### src/design/rpn_char_stack_interpreter_macros.svh
// Assertion helpers for the calculator block.
`ifndef RPN_CHAR_STACK_INTERPRETER_MACROS_SVH
`define RPN_CHAR_STACK_INTERPRETER_MACROS_SVH

// Check an implication on every clock edge outside reset.
`define RPN_ASSERT_IMPL(label, clk, rst_n, pre, post) \
  label: assert property (@(posedge clk) disable iff (!rst_n) (pre) |-> (post)) \
    else $error("rpn check failed");

// Check an implication in the next cycle.
`define RPN_ASSERT_NEXT(label, clk, rst_n, pre, post) \
  label: assert property (@(posedge clk) disable iff (!rst_n) (pre) |=> (post)) \
    else $error("rpn check failed");

`endif

### src/design/rpn_pkg.sv
`timescale 1ns / 1ps
package rpn_pkg;

  localparam int unsigned StackDepth = 20;
  localparam int unsigned CntW = $clog2(StackDepth + 1);
  localparam int unsigned DivSteps = 32;

  typedef enum logic [2:0] {
    KIND_NUMBER    = 3'd0,
    KIND_CHAR      = 3'd1,
    KIND_HALT      = 3'd2,
    KIND_UNDERFLOW = 3'd3,
    KIND_DIVZERO   = 3'd4
  } kind_e;

  // Operation applied by every stack cell together.
  typedef enum logic [1:0] {
    CELL_HOLD = 2'd0,
    CELL_PUSH = 2'd1,
    CELL_POP  = 2'd2,
    CELL_POP2 = 2'd3
  } cell_op_e;

  typedef enum logic [1:0] {
    ST_RUN  = 2'd0,
    ST_DIV  = 2'd1,
    ST_PUSH = 2'd2,
    ST_HALT = 2'd3
  } state_e;

  localparam logic [7:0] ChNl    = 8'd10;
  localparam logic [7:0] ChDol   = 8'h24;
  localparam logic [7:0] ChBang  = 8'h21;
  localparam logic [7:0] ChTilde = 8'h7e;
  localparam logic [7:0] ChQuote = 8'h22;
  localparam logic [7:0] ChZero  = 8'h30;
  localparam logic [7:0] ChNine  = 8'h39;
  localparam logic [7:0] ChPlus  = 8'h2b;
  localparam logic [7:0] ChMinus = 8'h2d;
  localparam logic [7:0] ChStar  = 8'h2a;
  localparam logic [7:0] ChSlash = 8'h2f;
  localparam logic [7:0] ChPct   = 8'h25;
  localparam logic [7:0] ChQuery = 8'h3f;

  // Shared control for the cell row.
  typedef struct packed {
    cell_op_e    op;
    logic [31:0] push_val;
  } cell_ctl_t;

endpackage

### src/design/rpn_if.sv
`timescale 1ns / 1ps
interface rpn_in_if;
  logic        valid;
  logic        ready;
  logic [7:0]  prog_char;
  logic signed [31:0] read_value;
  modport source (output valid, prog_char, read_value, input ready);
  modport sink (input valid, prog_char, read_value, output ready);
endinterface

interface rpn_out_if;
  logic        valid;
  logic        ready;
  logic [2:0]  out_kind;
  logic signed [31:0] out_value;
  logic [7:0]  out_char;
  modport source (output valid, out_kind, out_value, out_char, input ready);
  modport sink (input valid, out_kind, out_value, out_char, output ready);
endinterface

### src/design/rpn_char_stack_interpreter.sv
`timescale 1ns / 1ps
// Channel   Direction  Payload
// in_if     sink       prog_char, read_value
// out_if    source     out_kind, out_value, out_char
// One character per cycle when not stalled; the stack is a row of shift
// cells, so each push or pop is registered in all cells at once. A digit run
// ended by a non-digit other than '~' is pushed, then that character replays;
// '+', '-', '*' and a zero-divisor '/' or '%' pop in ST_RUN and push in
// ST_PUSH; nonzero divisors wait in ST_DIV for the iterative divider first.
// Reset clears all control; stack cells hold no reset and are only read
// below the count. Input stalls while a result waits, during a replay, and
// in ST_DIV and ST_PUSH. After a halt every transfer is taken and dropped.
module rpn_char_stack_interpreter (
  input  logic clk_i,
  input  logic rst_ni,
  rpn_in_if.sink    in_if,
  rpn_out_if.source out_if
);
  import rpn_pkg::*;
  `include "rpn_char_stack_interpreter_macros.svh"

  state_e          state_q, state_d;
  logic [CntW-1:0] cnt_q, cnt_d;
  logic [31:0]     acc_q, acc_d;
  logic            in_num_q, in_num_d, in_text_q, in_text_d, in_cmt_q, in_cmt_d;
  logic [7:0]      pend_q, pend_d;  // character held behind a digit-run push
  logic [31:0]     prv_q, prv_d;    // read value held with that character
  logic            pend_v_q, pend_v_d;
  logic            ov_q, ov_d;
  kind_e           ok_q, ok_d;
  logic [31:0]     oval_q, oval_d;
  logic [7:0]      och_q, och_d;

  cell_ctl_t   ctl;
  logic [31:0] top0, top1, div_res;
  logic        div_start, div_done, div_rem;
  logic        acc_in, can_emit;
  logic [7:0]  c;
  logic        full;

  rpn_stack u_stack (.clk_i(clk_i), .ctl_i(ctl), .top0_o(top0), .top1_o(top1));

  rpn_div u_div (
    .clk_i(clk_i), .rst_ni(rst_ni), .start_i(div_start), .want_rem_i(div_rem),
    .a_i(top1), .b_i(top0), .done_o(div_done), .result_o(div_res)
  );

  assign can_emit = !ov_q || out_if.ready;
  assign full = (cnt_q == CntW'(StackDepth));

  always_comb begin
    state_d = state_q; cnt_d = cnt_q; acc_d = acc_q;
    in_num_d = in_num_q; in_text_d = in_text_q; in_cmt_d = in_cmt_q;
    pend_d = pend_q; pend_v_d = pend_v_q; prv_d = prv_q;
    ov_d = ov_q && !out_if.ready;
    ok_d = ok_q; oval_d = oval_q; och_d = och_q;
    ctl.op = CELL_HOLD; ctl.push_val = acc_q;
    div_start = 1'b0; div_rem = 1'b0;
    in_if.ready = 1'b0;
    acc_in = 1'b0;
    c = pend_v_q ? pend_q : in_if.prog_char;

    case (state_q)
      ST_RUN: begin
        in_if.ready = can_emit && !pend_v_q;
        acc_in = (in_if.valid && in_if.ready) || pend_v_q;
        if (acc_in && can_emit) begin
          pend_v_d = 1'b0;
          if (!pend_v_q && in_cmt_q && c != ChNl) begin
            // drop comment body
          end else if (!pend_v_q && !in_cmt_q && c == ChTilde) begin
            in_cmt_d = 1'b1;
          end else begin
            in_cmt_d = 1'b0;
            if (in_text_q) begin
              if (c == ChQuote) in_text_d = 1'b0;
              else begin
                ov_d = 1'b1; ok_d = KIND_CHAR; oval_d = '0;
                och_d = (c == ChBang) ? ChNl : c;
              end
            end else if (c >= ChZero && c <= ChNine) begin
              in_num_d = 1'b1;
              acc_d = (in_num_q ? acc_q * 32'd10 : 32'd0) + {24'd0, c - ChZero};
            end else if (in_num_q) begin
              // push the finished number if not full, then replay the held character
              in_num_d = 1'b0;
              acc_d = '0;
              if (!full) begin
                ctl.op = CELL_PUSH;
                cnt_d = cnt_q + 1'b1;
              end
              pend_d = c; pend_v_d = 1'b1; prv_d = in_if.read_value;
            end else begin
              case (c)
                ChPlus, ChMinus, ChStar, ChSlash, ChPct: begin
                  if (cnt_q < CntW'(2)) begin
                    cnt_d = '0; state_d = ST_HALT;
                    ov_d = 1'b1; ok_d = KIND_UNDERFLOW; oval_d = '0; och_d = '0;
                  end else if (c == ChSlash || c == ChPct) begin
                    if (top0 == 32'd0) begin
                      ctl.op = CELL_POP2; ctl.push_val = '0;
                      cnt_d = cnt_q - CntW'(2);
                      acc_d = '0;
                      state_d = ST_PUSH;
                      ov_d = 1'b1; ok_d = KIND_DIVZERO; oval_d = '0; och_d = '0;
                    end else begin
                      div_start = 1'b1; div_rem = (c == ChPct);
                      state_d = ST_DIV;
                    end
                  end else begin
                    ctl.op = CELL_POP2;
                    cnt_d = cnt_q - CntW'(2);
                    ctl.push_val = (c == ChPlus) ? top1 + top0 :
                                   (c == ChMinus) ? top1 - top0 : top1 * top0;
                    state_d = ST_PUSH;
                    acc_d = ctl.push_val;
                  end
                end
                ChQuery: begin
                  if (!full) begin
                    ctl.op = CELL_PUSH;
                    ctl.push_val = pend_v_q ? prv_q : in_if.read_value;
                    cnt_d = cnt_q + 1'b1;
                  end
                end
                ChBang: begin
                  ov_d = 1'b1; och_d = '0;
                  if (cnt_q == '0) begin
                    ok_d = KIND_UNDERFLOW; oval_d = '0; state_d = ST_HALT;
                  end else begin
                    ok_d = KIND_NUMBER; oval_d = top0;
                    ctl.op = CELL_POP; cnt_d = cnt_q - 1'b1;
                  end
                end
                ChQuote: in_text_d = 1'b1;
                ChDol: begin
                  ov_d = 1'b1; ok_d = KIND_HALT; oval_d = '0; och_d = '0;
                  state_d = ST_HALT;
                end
                default: ;
              endcase
            end
          end
        end
      end
      ST_DIV: begin
        if (div_done) begin
          acc_d = div_res;
          ctl.op = CELL_POP2;
          cnt_d = cnt_q - CntW'(2);
          state_d = ST_PUSH;
        end
      end
      ST_PUSH: begin
        // push the result held in acc over the two popped operands
        ctl.op = CELL_PUSH; ctl.push_val = acc_q;
        cnt_d = cnt_q + 1'b1;
        acc_d = '0;
        state_d = ST_RUN;
      end
      ST_HALT: in_if.ready = 1'b1;
      default: state_d = ST_HALT;
    endcase
  end

  always_ff @(posedge clk_i or negedge rst_ni) begin
    if (!rst_ni) begin
      state_q <= ST_RUN;
      cnt_q <= '0;
      in_num_q <= 1'b0; in_text_q <= 1'b0; in_cmt_q <= 1'b0;
      pend_v_q <= 1'b0; ov_q <= 1'b0;
      acc_q <= '0;
    end else begin
      state_q <= state_d;
      cnt_q <= cnt_d;
      in_num_q <= in_num_d; in_text_q <= in_text_d; in_cmt_q <= in_cmt_d;
      pend_v_q <= pend_v_d; ov_q <= ov_d;
      acc_q <= acc_d;
    end
  end

  always_ff @(posedge clk_i) begin
    pend_q <= pend_d; prv_q <= prv_d;
    ok_q <= ok_d; oval_q <= oval_d; och_q <= och_d;
  end

  assign out_if.valid = ov_q;
  assign out_if.out_kind = ok_q;
  assign out_if.out_value = oval_q;
  assign out_if.out_char = och_q;

  `RPN_ASSERT_IMPL(a_cnt_max, clk_i, rst_ni, 1'b1, cnt_q <= CntW'(StackDepth))
  `RPN_ASSERT_IMPL(a_no_in_busy, clk_i, rst_ni, state_q == ST_DIV || state_q == ST_PUSH, !in_if.ready)
  `RPN_ASSERT_NEXT(a_halt_stays, clk_i, rst_ni, state_q == ST_HALT, state_q == ST_HALT)
  `RPN_ASSERT_NEXT(a_push_back, clk_i, rst_ni, state_q == ST_PUSH, state_q == ST_RUN)
endmodule

### src/design/rpn_cell.sv
`timescale 1ns / 1ps
// One stack slot; the top of stack sits in cell 0.
module rpn_cell (
  input  logic                clk_i,
  input  rpn_pkg::cell_ctl_t  ctl_i,
  input  logic [31:0]         above_i,
  input  logic [31:0]         below1_i,
  input  logic [31:0]         below2_i,
  output logic [31:0]         value_o
);
  import rpn_pkg::*;

  logic [31:0] value_q, value_d;

  always_comb begin
    case (ctl_i.op)
      CELL_PUSH: value_d = above_i;
      CELL_POP:  value_d = below1_i;
      CELL_POP2: value_d = below2_i;
      default:   value_d = value_q;
    endcase
  end

  always_ff @(posedge clk_i) begin
    value_q <= value_d;
  end

  assign value_o = value_q;
endmodule

### src/design/rpn_stack.sv
`timescale 1ns / 1ps
// Row of shift cells; push moves every slot down one, pops move up.
module rpn_stack (
  input  logic               clk_i,
  input  rpn_pkg::cell_ctl_t ctl_i,
  output logic [31:0]        top0_o,
  output logic [31:0]        top1_o
);
  import rpn_pkg::*;

  logic [31:0] val [StackDepth];

  for (genvar g = 0; g < StackDepth; g++) begin : g_cell
    logic [31:0] above, below1, below2;
    if (g == 0) begin : g_top
      assign above = ctl_i.push_val;
    end else begin : g_mid
      assign above = val[g-1];
    end
    if (g + 1 < StackDepth) begin : g_b1
      assign below1 = val[g+1];
    end else begin : g_b1z
      assign below1 = val[g];
    end
    if (g + 2 < StackDepth) begin : g_b2
      assign below2 = val[g+2];
    end else begin : g_b2z
      assign below2 = val[g];
    end
    rpn_cell u_cell (
      .clk_i   (clk_i),
      .ctl_i   (ctl_i),
      .above_i (above),
      .below1_i(below1),
      .below2_i(below2),
      .value_o (val[g])
    );
  end

  assign top0_o = val[0];
  assign top1_o = val[1];
endmodule

### src/design/rpn_div.sv
`timescale 1ns / 1ps
// Restoring divider, one quotient bit per cycle, signed truncating.
module rpn_div (
  input  logic        clk_i,
  input  logic        rst_ni,
  input  logic        start_i,
  input  logic        want_rem_i,
  input  logic [31:0] a_i,
  input  logic [31:0] b_i,
  output logic        done_o,
  output logic [31:0] result_o
);
  import rpn_pkg::*;

  logic        busy_q, busy_d;
  logic [5:0]  cnt_q, cnt_d;
  logic [31:0] quo_q, quo_d, rem_q, rem_d, div_q, div_d;
  logic        neg_q_q, neg_q_d, neg_r_q, neg_r_d, rem_sel_q, rem_sel_d;
  logic [32:0] trial;
  logic [31:0] shifted;

  always_comb begin
    busy_d = busy_q; cnt_d = cnt_q; quo_d = quo_q; rem_d = rem_q; div_d = div_q;
    neg_q_d = neg_q_q; neg_r_d = neg_r_q; rem_sel_d = rem_sel_q;
    shifted = {rem_q[30:0], quo_q[31]};
    trial = {1'b0, shifted} - {1'b0, div_q};
    done_o = 1'b0;
    if (start_i) begin
      busy_d = 1'b1;
      cnt_d = 6'(DivSteps);
      quo_d = a_i[31] ? (32'd0 - a_i) : a_i;
      div_d = b_i[31] ? (32'd0 - b_i) : b_i;
      rem_d = '0;
      neg_q_d = a_i[31] ^ b_i[31];
      neg_r_d = a_i[31];
      rem_sel_d = want_rem_i;
    end else if (busy_q) begin
      if (cnt_q == 6'd0) begin
        busy_d = 1'b0;
        done_o = 1'b1;
      end else begin
        cnt_d = cnt_q - 6'd1;
        if (!trial[32]) begin
          rem_d = trial[31:0];
          quo_d = {quo_q[30:0], 1'b1};
        end else begin
          rem_d = shifted;
          quo_d = {quo_q[30:0], 1'b0};
        end
      end
    end
  end

  // Negating a wrapped INT_MIN quotient yields INT_MIN again, as required.
  assign result_o = rem_sel_q ? (neg_r_q ? 32'd0 - rem_q : rem_q)
                              : (neg_q_q ? 32'd0 - quo_q : quo_q);

  always_ff @(posedge clk_i or negedge rst_ni) begin
    if (!rst_ni) begin
      busy_q <= 1'b0;
      cnt_q <= '0;
    end else begin
      busy_q <= busy_d;
      cnt_q <= cnt_d;
    end
  end

  always_ff @(posedge clk_i) begin
    quo_q <= quo_d; rem_q <= rem_d; div_q <= div_d;
    neg_q_q <= neg_q_d; neg_r_q <= neg_r_d; rem_sel_q <= rem_sel_d;
  end
endmodule

### src/flat_wrapper.sv
// flat-port wrapper written by rule: the top's interface ports become plain ports
module rpn_char_stack_interpreter_flat import rpn_pkg::*;
  (clk_i, rst_ni, in_if_valid, in_if_prog_char, in_if_read_value, in_if_ready, out_if_valid, out_if_out_kind, out_if_out_value, out_if_out_char, out_if_ready);
  rpn_in_if in_if_i ();
  rpn_out_if out_if_i ();
  input  logic clk_i;
  input  logic rst_ni;
  input wire logic [$bits(in_if_i.valid)-1:0] in_if_valid;
  input wire logic [$bits(in_if_i.prog_char)-1:0] in_if_prog_char;
  input wire logic [$bits(in_if_i.read_value)-1:0] in_if_read_value;
  output wire logic [$bits(in_if_i.ready)-1:0] in_if_ready;
  output wire logic [$bits(out_if_i.valid)-1:0] out_if_valid;
  output wire logic [$bits(out_if_i.out_kind)-1:0] out_if_out_kind;
  output wire logic [$bits(out_if_i.out_value)-1:0] out_if_out_value;
  output wire logic [$bits(out_if_i.out_char)-1:0] out_if_out_char;
  input wire logic [$bits(out_if_i.ready)-1:0] out_if_ready;
  assign in_if_i.valid = in_if_valid;
  assign in_if_i.prog_char = in_if_prog_char;
  assign in_if_i.read_value = in_if_read_value;
  assign in_if_ready = in_if_i.ready;
  assign out_if_valid = out_if_i.valid;
  assign out_if_out_kind = out_if_i.out_kind;
  assign out_if_out_value = out_if_i.out_value;
  assign out_if_out_char = out_if_i.out_char;
  assign out_if_i.ready = out_if_ready;
  rpn_char_stack_interpreter u_core (.clk_i(clk_i), .rst_ni(rst_ni), .in_if(in_if_i), .out_if(out_if_i));
endmodule
### config.mk
export PLATFORM = sky130hd
export DESIGN_NAME = rpn_char_stack_interpreter_flat
export DESIGN_NICKNAME = d
export VERILOG_FILES = /design/src/design/rpn_pkg.sv /design/src/design/rpn_if.sv /design/src/design/rpn_char_stack_interpreter.sv /design/src/design/rpn_cell.sv /design/src/design/rpn_stack.sv /design/src/design/rpn_div.sv /design/src/flat_wrapper.sv
export VERILOG_INCLUDE_DIRS = /design/src /design/src/design
export SDC_FILE = /design/constraint.sdc
export NUM_CORES = 2
export LEC_CHECK = 0
export ABC_AREA = 0
export BUFFER_PORTS_ARGS = -buffer_cell sky130_fd_sc_hd__clkbuf_2
export CORE_UTILIZATION = 40
export CTS_CLUSTER_SIZE = 24
export DETAILED_ROUTE_END_ITERATION = 6
export PLACE_DENSITY = 0.53
export SYNTH_ARGS = -nofsm -noshare
export SYNTH_HDL_FRONTEND = slang
export SYNTH_SLANG_ARGS = --single-unit
### constraint.sdc
create_clock -name clk_i -period 51.8 [get_ports clk_i]
set_input_delay 2.59 -clock clk_i [delete_from_list [all_inputs] [get_ports clk_i]]
set_output_delay 2.59 -clock clk_i [all_outputs]
set_load 0.01 [all_outputs]
### Word level (Yosys, flattened, before mapping)

Index checks and enable logic that the tools add are counted.

| cells by class | value |
|---|---|
| add/sub/neg operators | 13 |
| $mul | 2 |
| order comparisons | 3 |
| equal/unequal tests | 39 |
| muxes and demuxes | 162 |
| bitwise logic cells | 10 |
| reduce and logical (&&, ||, !) cells | 41 |

Operators by type and width:

| operator | count |
|---|---|
| one-hot mux 32 bit (3 select lines) | 20 |
| two-way mux 32 bit | 32 |
| two-way mux 34 bit | 8 |
| one-hot mux 32 bit (2 select lines) | 2 |
| subtractor 1 x 32 -> 32 bit (first input constant) | 4 |
| == test 8 x 6 -> 1 bit (second input constant) | 9 |
| two-way mux 8 bit | 9 |
| two-way mux 5 bit | 12 |
| two-way mux 1 bit | 42 |
| AND reduction 10 bit | 4 |
| two-way mux 33 bit | 1 |
| subtractor 32 x 32 -> 33 bit | 1 |
| adder 32 bit | 1 |
| adder 32 x 8 -> 32 bit | 1 |
| zero test 32 bit | 1 |
| multiplier 32 x 3 -> 31 bit (second input constant) | 1 |
| multiplier 32 x 32 -> 32 bit | 1 |
| subtractor 32 bit | 1 |
| two-way mux 31 bit | 1 |
| two-way mux 2 bit | 15 |
| one-hot mux 5 bit (3 select lines) | 2 |
| one-hot mux 2 bit (3 select lines) | 4 |
| two-way mux 3 bit | 7 |
| two-way mux 6 bit | 3 |
| other kinds (44) | 88 |

| word-level totals | value |
|---|---|
| register bits | 873 |
| bits of input ports | 44 |
| output and inout port bits | 45 |
| word-level logic and storage cells | 312 |

### Depth between registers and ports, before layout

| logic depth | value |
|---|---|
| word-level depth | 18 |
| depth in mapped cells | 29 |
| depth with buffers taken out | 27 |

### Modules after synthesis

Synthesis repeated with hierarchy kept, for this count alone.

| second synthesis, totals | value |
|---|---|
| cells, all modules | 7329 |
| area total of the unflattened synthesis | 71986.5 µm² |

By module, submodules not included:

| module | instances | cells each | area an instance (µm²) | sequential area each (µm²) |
|---|---|---|---|---|
| rpn_cell | 20 | 140 | 1672.9 | 960.9 |
| rpn_char_stack_interpreter | 1 | 3533 | 30041.3 | 3593.4 |
| rpn_div | 1 | 996 | 8488.1 | 2827.7 |

### Least setup slack after synthesis

OpenSTA, ideal clock, no wires.

| path | value |
|---|---|
| path kind | input to register |
| start point | in in_if_prog_char[4] |
| end point | reg u_core.u_stack.g_cell[0].u_cell.value_q[0], enable pin |
| library setup time | 0.922 ns |
| data arrival time | 20.170 ns |
| slack | 30.708 ns |
| cell stages on the path | 12 |
| buffers on the path | 1 |
| cell sequence | mux2i_1 > ha_1 > nand2_1 > o41ai_1 > a21oi_1 > or3_1 > clkbuf_1 > nor4_1 > o21ai_0 > a31o_2 > ha_1 > inv_1 |

| between the ends | value |
|---|---|
| word-level cells in the longest chain between the ends | 18 |
| elaborated cells on any way between the ends | 43 |
| classes of those cells | 2 x order compare; 12 x eq/ne; 23 x mux; 6 x reduce/logical |

Ends and longest elaborated chain:

| element | RTL line | text |
|---|---|---|
| from (decl) | flat_wrapper.sv:9 | `input wire logic [$bits(in_if_i.prog_char)-1:0] in_if_prog_char;` |
| two-way mux 8 bit * | rpn_char_stack_interpreter.sv:61 | `c = pend_v_q ? pend_q : in_if.prog_char;` |
| == test 8 x 6 -> 1 bit | rpn_char_stack_interpreter.sv:94, rpn_char_stack_interpreter.sv:99 |  |
| logical OR 1 bit | rpn_char_stack_interpreter.sv:99 | `end else if (c == ChSlash \|\| c == ChPct) begin` |
| two-way mux 1 bit | rpn_char_stack_interpreter.sv:99 |  |
| two-way mux 1 bit | rpn_char_stack_interpreter.sv:96 | `if (cnt_q < CntW'(2)) begin` |
| two-way mux 1 bit | rpn_char_stack_interpreter.sv:94 | `case (c)` |
| two-way mux 1 bit | rpn_char_stack_interpreter.sv:84 | `end else if (in_num_q) begin` |
| two-way mux 1 bit | rpn_char_stack_interpreter.sv:81 | `end else if (c >= ChZero && c <= ChNine) begin` |
| (+2 left out) | - |  |
| two-way mux 1 bit | rpn_char_stack_interpreter.sv:69 | `if (!pend_v_q && in_cmt_q && c != ChNl) begin` |
| two-way mux 1 bit | rpn_char_stack_interpreter.sv:67 | `if (acc_in && can_emit) begin` |
| two-way mux 1 bit | rpn_char_stack_interpreter.sv:63 | `case (state_q)` |
| two-way mux 1 bit | rpn_div.sv:28 | `if (start_i) begin` |
| two-way mux 2 bit | rpn_char_stack_interpreter.sv:147 | `if (div_done) begin` |
| one-hot mux 2 bit (3 select lines) * | rpn_char_stack_interpreter.sv:63 |  |
| == test 2 x 1 -> 1 bit / == test 2 bit (equally long branches) | - |  |
| nonzero test 3 bit (no line) * | - |  |
| to (signal assigned) | rpn_cell.sv:25 | `value_q <= value_d;` |
| to (decl) | rpn_cell.sv:13 | `logic [31:0] value_q, value_d;` |

Every way passes the cells marked *; elsewhere a longest branch is shown, timed or not.
A chain may end at the register's enable or synchronous reset.

### Worst setup path after layout

| path | value |
|---|---|
| start point | in in_if_prog_char[3] |
| end point | reg u_core.u_stack.g_cell[18].u_cell.value_q[8], data pin |

| between the ends | value |
|---|---|
| word-level cells in the longest chain between the ends | 18 |
| elaborated cells on any way between the ends | 42 |
| classes of those cells | 2 x order compare; 11 x eq/ne; 24 x mux; 5 x reduce/logical |

Ends and longest elaborated chain:

| element | RTL line | text |
|---|---|---|
| two-way mux 8 bit * | rpn_char_stack_interpreter.sv:61 |  |
| named net u_core.c[3] | rpn_char_stack_interpreter.sv:38 | `logic [7:0] c;` |
| == test 8 x 6 -> 1 bit | rpn_char_stack_interpreter.sv:94, rpn_char_stack_interpreter.sv:99 |  |
| logical OR 1 bit | rpn_char_stack_interpreter.sv:99 |  |
| two-way mux 1 bit | rpn_char_stack_interpreter.sv:99 |  |
| two-way mux 1 bit | rpn_char_stack_interpreter.sv:96 |  |
| two-way mux 1 bit | rpn_char_stack_interpreter.sv:94 |  |
| two-way mux 1 bit | rpn_char_stack_interpreter.sv:84 |  |
| (+4 left out) | - |  |
| two-way mux 1 bit | rpn_char_stack_interpreter.sv:67 |  |
| two-way mux 1 bit | rpn_char_stack_interpreter.sv:63 |  |
| two-way mux 1 bit | rpn_div.sv:28 |  |
| two-way mux 2 bit | rpn_char_stack_interpreter.sv:147 |  |
| one-hot mux 2 bit (3 select lines) * | rpn_char_stack_interpreter.sv:63 |  |
| == test 2 bit / == test 2 x 1 -> 1 bit (equally long branches) | - |  |
| one-hot mux 32 bit (2 select lines) * | rpn_cell.sv:16 | `case (ctl_i.op)` |
| named net u_core.u_stack.g_cell[18].u_cell.value_d[8] | rpn_cell.sv:13 |  |
| to (signal assigned) | rpn_cell.sv:25 |  |
| to (decl) | rpn_cell.sv:13 |  |

Mark *: on every way through the listed nets, which the timed path passes. The rest lies on a longest branch.

==> run metrics <==
Yosys cell types ~100; io pins 89; RSZ-0062 raised after global routing no; worst min path class flip-flop to flip-flop; Yosys top cell by area edfxtp_1; WP data required between 50000 and 60000 ps; clk buf depth 3; post-cts resize count 0; postcts setup bufs 0; number of synthesized register bits around 870; clk_lat worst skew ~740 ps; row count approximately 150; Via density 5.90; Syn. warnings 0; Worst setup EP type flip-flop; max_cap viols 0; Fin Hold WS approximately 480 ps; Port Buffers slightly below 90; share of cells above drive strength 1 0.0678; final setup violation count 0; status completed; root buf cell clkbuf_16; CTS buffer count between 90 and 100; min cycle time layout 10020 ps; number of synthesized flops with an enable pin between 700 and 800; Setup Skew roughly 57 ps; Seq/Total Area, Yosys 0.383; final net count 7584; Final Max Slew Viols 0; Die Y roughly 410 um; Syn Inst Count 6973; GRT overflow 0; slew of the pin with the lowest slew margin around 1400 ps; first-pass GRT wire length 339000 um; CP Launch Type primary input; initial antenna violation count 14; slew margin rel. 0.0825; Max Fclk 0.0998 GHz; syn avg cell area roughly 9.6 sq um; DIE AREA 169000 sq um; final core occ 0.438; ys flop type edfxtp_1; Clock transition at path regs approximately 60 ps; largest net degree at the start of global routing roughly 240; Core ar. around 170000 sq um; post-synth net total between 7000 and 8000; area share of the largest cell type after synthesis 0.355; mean routed wirelength per cell 24.8 um; critical path type primary input to flip-flop; via count roughly 54000; P&R area growth vs syn 8.42%; Total GRT Usage 0.263; Routability Congestion 0.973; Setup Total Neg Slack 0 ps; final wirelength 226000 um; vias in the first global route between 50000 and 60000; Final Hold Vio Count 0; fraction of registers with async set or reset after synthesis 0.0584; H-tree levels 3; Mapped Area about 67000 sq um; critical path peak fanout approximately 160; Critical Path AT ~10000 ps; Starting Density 0.404; Period Utilization, post-route 0.193; synth top area cells edfxtp_1 (35%), fa_1 (12%), nand2_1 (8.2%); Die X approximately 400 um; clk sinks 873; DRT iter0 DRCs just over 6000; CTS tree yes; Detail Route Antenna Nets 0; first drt pass iteration count 7; Post-CTS Hold Buffers 0; Layout Cells excl Fill 9098; Final HPWL DP around 160000 um; placed cell count approximately 8900; DRC viols 0
## cells in the mapped netlist, types with 11 or more instances
master / instances
nand2_1: 1469
edfxtp_1: 790
a22oi_1: 596
inv_1: 536
fa_1: 413
clkbuf_1: 409
ha_1: 301
and2_1: 279
nor2_1: 269
o21ai_0: 256
a21oi_1: 187
xnor2_1: 171
xor2_1: 104
nor3_1: 78
nor4_1: 60
a211oi_1: 58
a21o_1: 55
nand3_1: 53
o31ai_1: 52
dfrtp_1: 51
mux2_2: 49
mux2i_1: 44
nand2b_1: 43
o21a_1: 39
buf_1: 33
o211ai_1: 33
dfxtp_1: 32
a31oi_1: 27
nor2b_1: 27
or4_1: 27
o22ai_1: 25
or3_1: 23
o221ai_1: 22
o21ai_1: 21
o41ai_1: 21
a222oi_1: 20
nand4_1: 19
a221o_1: 17
a221oi_1: 17
and3_1: 17
o21bai_1: 14
a211o_1: 11
## final timing paths
kind | from | to | slack [ps] | depth (start not counted)
min in group asynchronous | rst_ni | u_core.u_div.busy_q$_DFF_PN0_ | 2060 | 2
max in group asynchronous | rst_ni | u_core.in_text_q$_DFFE_PN0P_ | 49120 | 2
min | u_core.u_stack.g_cell[18].u_cell.value_o[26]$_DFFE_PP_ | u_core.u_stack.g_cell[19].u_cell.value_o[26]$_DFFE_PN_ | 480 | 0
min reg2reg | u_core.u_stack.g_cell[18].u_cell.value_o[26]$_DFFE_PP_ | u_core.u_stack.g_cell[19].u_cell.value_o[26]$_DFFE_PN_ | 480 | 0
max | in_if_prog_char[3] | u_core.u_stack.g_cell[18].u_cell.value_o[8]$_DFFE_PP_ | 41780 | 17
max reg2reg | u_core.u_stack.g_cell[0].u_cell.value_o[1]$_DFFE_PP_ | u_core.u_stack.g_cell[18].u_cell.value_o[8]$_DFFE_PP_ | 42270 | 19
## through the flow
step / worst slack (ps) / cell area [sq um]
floorplan: 30710 / 66900
global placement: 41290 / 69400
detailed placement: 41230 / 69400
CTS: 42000 / 72500
global route: 41220 / 72500
finish: 41780 / 72500
## cell usage in the layout (no fill, tap or decap), types with 171 or more instances in the layout
cell,Yosys,final
a21oi_1,187,186
xnor2_1,171,171
nand2_1,1469,1468
edfxtp_1,790,790
a22oi_1,596,596
and2_1,279,279
nor2_1,269,267
ha_1,301,297
o21ai_0,256,256
inv_1,536,534
fa_1,413,413
## routing by layer
layer  wire, um  part of all wire  vias to the layer above  global-route usage
met5         51           0.00023                        -                   0
met4       9640             0.043                        4               0.103
met3      16500             0.073                      381              0.0415
met2      99500              0.44                     2016               0.400
met1     100000              0.44                    27000               0.375
li1           -                 -                    24300                   -
## state kept, by name, summed over array words and instances (netlist names), 2 cells and up
name,flops
u_core.out_if.out_kind,3
u_core.u_div.div_q,32
u_core.state_q,2
u_core.pend_q,8
u_core.acc_q,32
u_core.out_if.out_char,8
u_core.u_div.rem_q,32
u_core.u_div.cnt_q,6
u_core.out_if.out_value,32
u_core.prv_q,32
u_core.u_div.quo_q,32
u_core.u_stack.g_cell.u_cell.value_o,640
u_core.cnt_q,5
## final cells by class
type / count / area [sq um]
Fill cell: 16100 / 93000
Multi-Input combinational cell: 5102 / 37600
Sequential cell: 873 / 25600
Tap cell: 2189 / 2740
Clock buffer: 126 / 2640
Inverter: 544 / 2050
Timing Repair Buffer: 206 / 1360
Clock inverter: 55 / 508
Antenna cell: 3 / 7.51
## worst max-delay path: stages
cell,delay (ps)
clkbuf_2,100
mux2i_1,690
inv_1,330
nand4_1,230
nor3_1,120
nor4_1,320
and3_1,690
nand2_2,180
nand3_1,170
a31o_2,240
ha_4,710
buf_12,560
buf_4,710
buf_4,700
buf_4,810
buf_4,670
mux2_2,410
## kinds of logic (layout without fill, tap and decap cells)
| kind of cell | after synthesis | in the layout | synth area share |
|---|---|---|---|
| buf+inv | 998 | 931 | 0.0563 |
| simple gates | 2420 | 2420 | 0.162 |
| flops | 873 | 873 | 0.383 |
| other cells | 0 | 3 | 0 |
| fa+ha+maj | 714 | 714 | 0.180 |
| mux | 94 | 94 | 0.0150 |
| compound gates | 1599 | 1599 | 0.168 |
| xor+xnor | 275 | 275 | 0.0360 |
Power is not shown: default switching activity piles up to over one toggle a cycle in this logic, so the estimate is an artifact.
